===== src/design/skf_pkg.sv =====
// shared constants and types for the sortable integer key formatter
// no dependencies; imported by every module of the block
`timescale 1ns / 1ps

package skf_pkg;

    localparam int KEY_DIGITS = 19;
    localparam int KEY_LEN    = KEY_DIGITS + 1;
    localparam int VAL_W      = 64;
    localparam int BCD_W      = 4 * KEY_DIGITS;
    localparam int POS_W      = 5;
    localparam int STEP_BITS  = 8;
    localparam int N_STAGES   = VAL_W / STEP_BITS;
    localparam int OUT_W      = 16;

    localparam logic [7:0] CHAR_NEG  = 8'h6E;  // 'n'
    localparam logic [7:0] CHAR_ZERO = 8'h6F;  // 'o'
    localparam logic [7:0] CHAR_POS  = 8'h70;  // 'p'
    localparam logic [3:0] DIGIT_HI  = 4'h3;   // upper nibble of ascii '0'..'9'

    localparam logic [POS_W-1:0] POS_LAST = POS_W'(KEY_LEN - 1);

    typedef struct packed {
        logic [7:0]       prefix;
        logic [VAL_W-1:0] mag;
        logic [BCD_W-1:0] bcd;
    } t_conv;

endpackage


===== src/design/skf_dabble_stage.sv =====
// one pipeline stage of the binary to bcd converter: STEP_BITS shift-add-3 steps
// depends on skf_pkg
`timescale 1ns / 1ps

module skf_dabble_stage (
    input  logic           i_clk,
    input  logic           i_rst_n,
    input  logic           i_valid,
    output logic           o_ready,
    input  skf_pkg::t_conv i_data,
    output logic           o_valid,
    input  logic           i_ready,
    output skf_pkg::t_conv o_data
);
    import skf_pkg::*;

    logic  r_valid;
    t_conv r_data;
    t_conv n_data;

    function automatic logic [BCD_W-1:0] dabble_step(logic [BCD_W-1:0] bcd, logic bit_in);
        logic [BCD_W-1:0] adj;
        adj = bcd;
        for (int d = 0; d < KEY_DIGITS; d++) begin
            if (adj[4*d +: 4] >= 4'd5) begin
                adj[4*d +: 4] = adj[4*d +: 4] + 4'd3;
            end
        end
        return {adj[BCD_W-2:0], bit_in};
    endfunction

    always_comb begin
        n_data = i_data;
        for (int s = 0; s < STEP_BITS; s++) begin
            n_data.bcd = dabble_step(n_data.bcd, n_data.mag[VAL_W-1]);
            n_data.mag = {n_data.mag[VAL_W-2:0], 1'b0};
        end
    end

    assign o_ready = !r_valid || i_ready;
    assign o_valid = r_valid;
    assign o_data  = r_data;

    always_ff @(posedge i_clk) begin
        if (!i_rst_n) begin
            r_valid <= 1'b0;
        end else if (o_ready) begin
            r_valid <= i_valid;
        end
    end

    always_ff @(posedge i_clk) begin
        if (o_ready && i_valid) begin
            r_data <= n_data;
        end
    end

endmodule


===== src/design/skf_serializer.sv =====
// holds one finished key and sends it out one byte per transfer, prefix first
// depends on skf_pkg
`timescale 1ns / 1ps

module skf_serializer (
    input  logic                     i_clk,
    input  logic                     i_rst_n,
    input  logic                     i_valid,
    output logic                     o_ready,
    input  logic [7:0]               i_prefix,
    input  logic [skf_pkg::BCD_W-1:0] i_bcd,
    output logic                     m_axis_tvalid,
    input  logic                     m_axis_tready,
    output logic [skf_pkg::OUT_W-1:0] m_axis_tdata,  // [7:0] key_char, [12:8] position
    output logic                     m_axis_tlast
);
    import skf_pkg::*;

    logic             r_busy;
    logic [POS_W-1:0] r_pos;
    logic [7:0]       r_pfx;
    logic [BCD_W-1:0] r_bcd;
    logic             take;
    logic             at_last;
    logic             load;
    logic [7:0]       key_char;

    assign take    = r_busy && m_axis_tready;
    assign at_last = (r_pos == POS_LAST);
    assign o_ready = !r_busy || (take && at_last);
    assign load    = o_ready && i_valid;

    assign key_char      = (r_pos == '0) ? r_pfx : {DIGIT_HI, r_bcd[BCD_W-1 -: 4]};
    assign m_axis_tvalid = r_busy;
    assign m_axis_tlast  = at_last;
    assign m_axis_tdata  = {(OUT_W - POS_W - 8)'(0), r_pos, key_char};

    always_ff @(posedge i_clk) begin
        if (!i_rst_n) begin
            r_busy <= 1'b0;
            r_pos  <= '0;
        end else if (load) begin
            r_busy <= 1'b1;
            r_pos  <= '0;
        end else if (take) begin
            r_busy <= !at_last;
            r_pos  <= r_pos + 1'b1;
        end
    end

    // digits move up one nibble after each digit transfer
    always_ff @(posedge i_clk) begin
        if (load) begin
            r_pfx <= i_prefix;
            r_bcd <= i_bcd;
        end else if (take && r_pos != '0) begin
            r_bcd <= {r_bcd[BCD_W-5:0], 4'h0};
        end
    end

    a_pos_range: assert property (@(posedge i_clk) disable iff (!i_rst_n)
        r_busy |-> (r_pos <= POS_LAST))
        else $error("key position beyond last byte");

    a_pos_step: assert property (@(posedge i_clk) disable iff (!i_rst_n)
        (take && !at_last) |=> (r_busy && r_pos == $past(r_pos) + 5'd1))
        else $error("key position did not advance");

    a_stall_hold: assert property (@(posedge i_clk) disable iff (!i_rst_n)
        (r_busy && !m_axis_tready) |=> (r_busy && $stable(r_pos) && $stable(r_bcd)))
        else $error("key changed while stalled");

    a_load_start: assert property (@(posedge i_clk) disable iff (!i_rst_n)
        load |=> (r_busy && r_pos == '0))
        else $error("new key did not start at prefix");

endmodule


===== src/design/sortable_integer_key_format.sv =====
// Sortable integer key formatter, top level.
// Depends on skf_pkg, skf_dabble_stage and skf_serializer.
//
// Input channel s_axis carries one signed 64-bit integer per transfer.
// Output channel m_axis carries the 20-byte key one byte per transfer:
// a sign prefix 'n', 'o' or 'p', then 19 zero-padded decimal digits of the
// magnitude field (v + 2^63 for negative v), most significant first.
// Each byte carries its position 0..19; tlast marks position 19.
// The first key byte is valid once the input has passed the sign stage (it
// registers at the transfer), eight conversion stages of 8 double-dabble
// steps each and the serializer load. The one-byte output channel sets the
// rate of integers; the conversion stages take a new item every cycle while
// the stage ahead can accept it, and the sign and conversion stages hold up
// to nine items while the serializer drains a key.
// Reset clears all valid bits and the serializer; no key is in flight after.
// When the receiver stalls, the current byte holds and the stages fill,
// then s_axis_tready drops; nothing is lost or repeated.
`timescale 1ns / 1ps

module sortable_integer_key_format (
    input  logic                      i_clk,
    input  logic                      i_rst_n,
    input  logic                      s_axis_tvalid,
    output logic                      s_axis_tready,
    input  logic [skf_pkg::VAL_W-1:0] s_axis_tdata,   // [63:0] value
    output logic                      m_axis_tvalid,
    input  logic                      m_axis_tready,
    output logic [skf_pkg::OUT_W-1:0] m_axis_tdata,   // [7:0] key_char, [12:8] position
    output logic                      m_axis_tlast
);
    import skf_pkg::*;

    logic  w_vld [0:N_STAGES];
    logic  w_rdy [0:N_STAGES];
    t_conv w_dat [0:N_STAGES];

    logic  r_v0;
    t_conv r_d0;
    t_conv n_d0;

    // sign stage: the magnitude field is always the low 63 bits
    always_comb begin
        n_d0.mag = {1'b0, s_axis_tdata[VAL_W-2:0]};
        n_d0.bcd = '0;
        priority if (s_axis_tdata[VAL_W-1]) begin
            n_d0.prefix = CHAR_NEG;
        end else if (s_axis_tdata != '0) begin
            n_d0.prefix = CHAR_POS;
        end else begin
            n_d0.prefix = CHAR_ZERO;
        end
    end

    assign s_axis_tready = !r_v0 || w_rdy[0];

    always_ff @(posedge i_clk) begin
        if (!i_rst_n) begin
            r_v0 <= 1'b0;
        end else if (s_axis_tready) begin
            r_v0 <= s_axis_tvalid;
        end
    end

    always_ff @(posedge i_clk) begin
        if (s_axis_tready && s_axis_tvalid) begin
            r_d0 <= n_d0;
        end
    end

    assign w_vld[0] = r_v0;
    assign w_dat[0] = r_d0;

    for (genvar g = 0; g < N_STAGES; g++) begin : g_stage
        skf_dabble_stage u_stage (
            .i_clk   (i_clk),
            .i_rst_n (i_rst_n),
            .i_valid (w_vld[g]),
            .o_ready (w_rdy[g]),
            .i_data  (w_dat[g]),
            .o_valid (w_vld[g+1]),
            .i_ready (w_rdy[g+1]),
            .o_data  (w_dat[g+1])
        );
    end

    skf_serializer u_ser (
        .i_clk         (i_clk),
        .i_rst_n       (i_rst_n),
        .i_valid       (w_vld[N_STAGES]),
        .o_ready       (w_rdy[N_STAGES]),
        .i_prefix      (w_dat[N_STAGES].prefix),
        .i_bcd         (w_dat[N_STAGES].bcd),
        .m_axis_tvalid (m_axis_tvalid),
        .m_axis_tready (m_axis_tready),
        .m_axis_tdata  (m_axis_tdata),
        .m_axis_tlast  (m_axis_tlast)
    );

endmodule


===== config.mk =====
export PLATFORM = sky130hd
export DESIGN_NAME = sortable_integer_key_format
export DESIGN_NICKNAME = d
export VERILOG_FILES = /design/src/design/skf_pkg.sv /design/src/design/skf_dabble_stage.sv /design/src/design/skf_serializer.sv /design/src/design/sortable_integer_key_format.sv
export SDC_FILE = /design/constraint.sdc
export NUM_CORES = 2
export LEC_CHECK = 0
export ABC_AREA = 1
export BUFFER_PORTS_ARGS = -buffer_cell sky130_fd_sc_hd__buf_2
export CAP_MARGIN = 20
export CORE_UTILIZATION = 30
export CTS_CLUSTER_SIZE = 10
export DETAILED_ROUTE_END_ITERATION = 16
export PLACE_DENSITY = 0.46
export SLEW_MARGIN = 15
export SYNTH_ARGS = -nofsm -noshare
export SYNTH_HDL_FRONTEND = slang
export SYNTH_SLANG_ARGS = --single-unit

===== constraint.sdc =====
create_clock -name i_clk -period 9.55 [get_ports i_clk]
set_input_delay 0.4775 -clock i_clk [delete_from_list [all_inputs] [get_ports i_clk]]
set_output_delay 0.4775 -clock i_clk [all_outputs]
set_load 0.02 [all_outputs]

==> impl_results.md <==
- RePlAce Congestion: 0.770
- CTS buffer count: between 100 and 150
- CTS H-tree lvls: 3
- Hold Crit Endpoint: u_ser.r_pos[4]
- Row Count: 199
- Max cap viols: 0
- EDFF count, synth: 754
- Asr flop ratio synth: 0%
- Area growth syn-to-layout: 10.5%
- Top FF cell, synth: edfxtp_1
- Clk sink count: between 700 and 800
- Via density: 4.49
- HP Start: i_rst_n
- Worst path top cell family by delay: compound AO/OA/AOI/OAI gates
- Synth Register Bits: a little under 800
- First-pass GRT wire length: roughly 320 mm
- Cells after synthesis: between 10000 and 15000
- Worst skew pair latency: 0.75 ns
- Filler cell count: 32000
- CTS tree: done
- Critical path buffers and inverters: 7
- Area of the multi-input gates: roughly 58000 sq um
- Hold depth: 3
- Reg area: 22900 sq um
- Crit Path Max Fanout: 6
- Setup TNS: 0 ns
- First-pass DRT Iterations: 7
- RSZ-0062 raised after global routing: no
- Chip Height: approximately 550 um
- Final setup fails: 0
- R2R cell count: 35
- Worst flop-to-flop path startpoint: g_stage[4].u_stage.o_data[48]
- Status: finished, final reports clean
- Antenna violations before repair: 5
- Worst-path clk slew: 0.06 ns
- Final layout net count: about 14000
- Final min period: 6.12 ns
- # port buffers: slightly above 80
- Setup slack, reg-to-reg: 3.43 ns
- Mapped Area: about 90000 sq um
- Unique masters post-synth: 59
- Final worst path period share: ~64%
- Crit path arrival time: approximately 6.6 ns
- Routed vias: 78800
- Slowest stage delay, CP: 0.46 ns
- Worst setup SP type: flip-flop
- Most common cell after layout, fill and taps aside: nand2_1
- Routed wire length per instance: 10.2 um
- Clock Skew: 0.0536 ns
- Maximum clock insertion buffer count: 3
- Syn_area_per_cell: roughly 6.7 sq um
- Post-route antenna net violation count: 0
- CP max stage cell: o22ai_1
- CTS resizes: 0
- Worst EP required: 10.03 ns
- DRC violation count after routing: 0
- Critical path type: flip-flop to flip-flop
- Type of the worst min-delay path: input port to flip-flop
- Rel. slew slack: about 33%
- Share of cells above drive strength 1: 14.6%
- Starting Density: 30.3%
- Final Hold Viols: 0
- CP Capture Type: flip-flop
- FMAX: 0.163 GHz
- All-layer global routing usage: 12.0%
- Ports: 87
- Pins Over Slew Limit: 0
- Die area: 299000 sq um
- Sequential-to-total area share from yosys stat: 25.7%
- Vias in the first global route: about 74000
- Most frequent cells in the layout: nand2_1, inv_1, nand3_1
- Core area: 295000 sq um
- DR iter-0 viols: 3019
- DIE WIDTH: 547 um
- Total congestion overflow: 0
- Dpl hpwl: 146 mm
- Measured slew at the worst slew-check pin: just over 1 ns
- Clock Root Buffer: clkbuf_16
- FF-to-FF End: g_stage[5].u_stage.o_data[58]
- Largest net degree at the start of global routing: 78
- Routed Wire Length: 179 mm
- Yosys synthesis warning count: 0
worst max-delay path by stage:
| stage | slack (ns) | depth (start not counted) | end | startpoint |
|---|---|---|---|---|
| 2_1_floorplan | 2.47 | 5 | u_ser.r_bcd[0] | u_ser.r_pos[0] |
| 3_3_place_gp | 3.55 | 41 | g_stage[4].u_stage.o_data[21] | g_stage[3].u_stage.o_data[16] |
| 3_5_place_dp | 3.49 | 35 | g_stage[5].u_stage.o_data[58] | g_stage[4].u_stage.o_data[48] |
| 4_1_cts | 3.46 | 35 | g_stage[5].u_stage.o_data[58] | g_stage[4].u_stage.o_data[48] |
| 5_1_grt | 2.62 | 42 | g_stage[3].u_stage.o_data[37] | g_stage[2].u_stage.o_data[24] |
| 6_report | 3.43 | 35 | g_stage[5].u_stage.o_data[58] | g_stage[4].u_stage.o_data[48] |
final cells by class:
cell class | count | share of cell area, %
repair buffers | 162 | 1.19
flip-flops and latches | 769 | 23.3
clock buffers | 129 | 2.82
clock inverters | 52 | 0.575
inverters | 2273 | 8.66
multi-input cells | 10200 | 58.5
well taps | 3919 | 4.97
diodes | 3 | 0.00761
what timing repair did:
item,CTS,global route
hold buffers,63,0
setup buffers,0,0
hold endpoints to repair,63,0
per-layer routing:
layer	wire (um)	up-vias	global-route usage, %	share of wire, %
li1	-	44100	-	-
met1	88500	34200	15.2	49
met2	84500	350	21.9	47
met3	3380	152	1.21	1.9
met4	2870	0	2.35	1.6
met5	0	-	0	0
cells by family (layout without fill, tap and decap cells):
group | count (synthesis) | in the layout | synth area share, %
adder cells (fa/ha/maj) | 564 | 564 | 7.91
multiplexers | 3 | 3 | 0.0351
AO/OA/AOI/OAI | 884 | 884 | 6.78
AND/OR/NAND/NOR | 8530 | 8530 | 46.9
other | 2 | 8 | 0.00842
XOR/XNOR | 245 | 245 | 2.98
flip-flops | 769 | 769 | 25.7
buffers and inverters | 2294 | 2616 | 9.68
through the flow:
step / worst slack (ns) / utilization (%) / instances / instance area, sq um / hold slack (ns)
after detailed placement: 3.49 / 32.1 / 17300 / 94600 / 0.405
after global routing: 2.62 / 33.4 / 17500 / 98600 / 0.0777
after global placement: 3.55 / 32.1 / 17300 / 94600 / 0.400
after CTS: 3.46 / 33.4 / 17500 / 98600 / 0.00492
final: 3.43 / 33.4 / 17500 / 98600 / 0.0976
after floorplan: 2.47 / - / 13300 / 89200 / 0.400
flip-flops by register name, summed over array words and instances (netlist names):
signal,cells
u_ser.r_bcd,76
g_stage.u_stage.o_data,609
u_ser.r_pos,5
g_stage.u_stage.o_valid,8
r_d0,66
u_ser.m_axis_tvalid,1
u_ser.r_pfx,3
r_v0,1
tightest hold or removal path, cell delays in order:
cell,delay [ns]
buf_2,0.11
nand2_1,0.12
nor2_1,0.10
synth_stat cells, types with 151 or more instances:
cell type  number  area, sq um
a21o_1        151         1130
and2_1        189         1180
nand2_2       749         4690
nand3_1      1494         7480
nand2_1      4650        17500
o21ai_2       184         1610
inv_1        2208         8290
edfxtp_1      754        22600
xor2_1        153         1340
o21ai_1       151          756
nand4_1       646         4040
nand3_2       406         4060
ha_1          564         7060
Power is not shown: default switching activity piles up to over one toggle a cycle in this logic, so the estimate is an artifact.
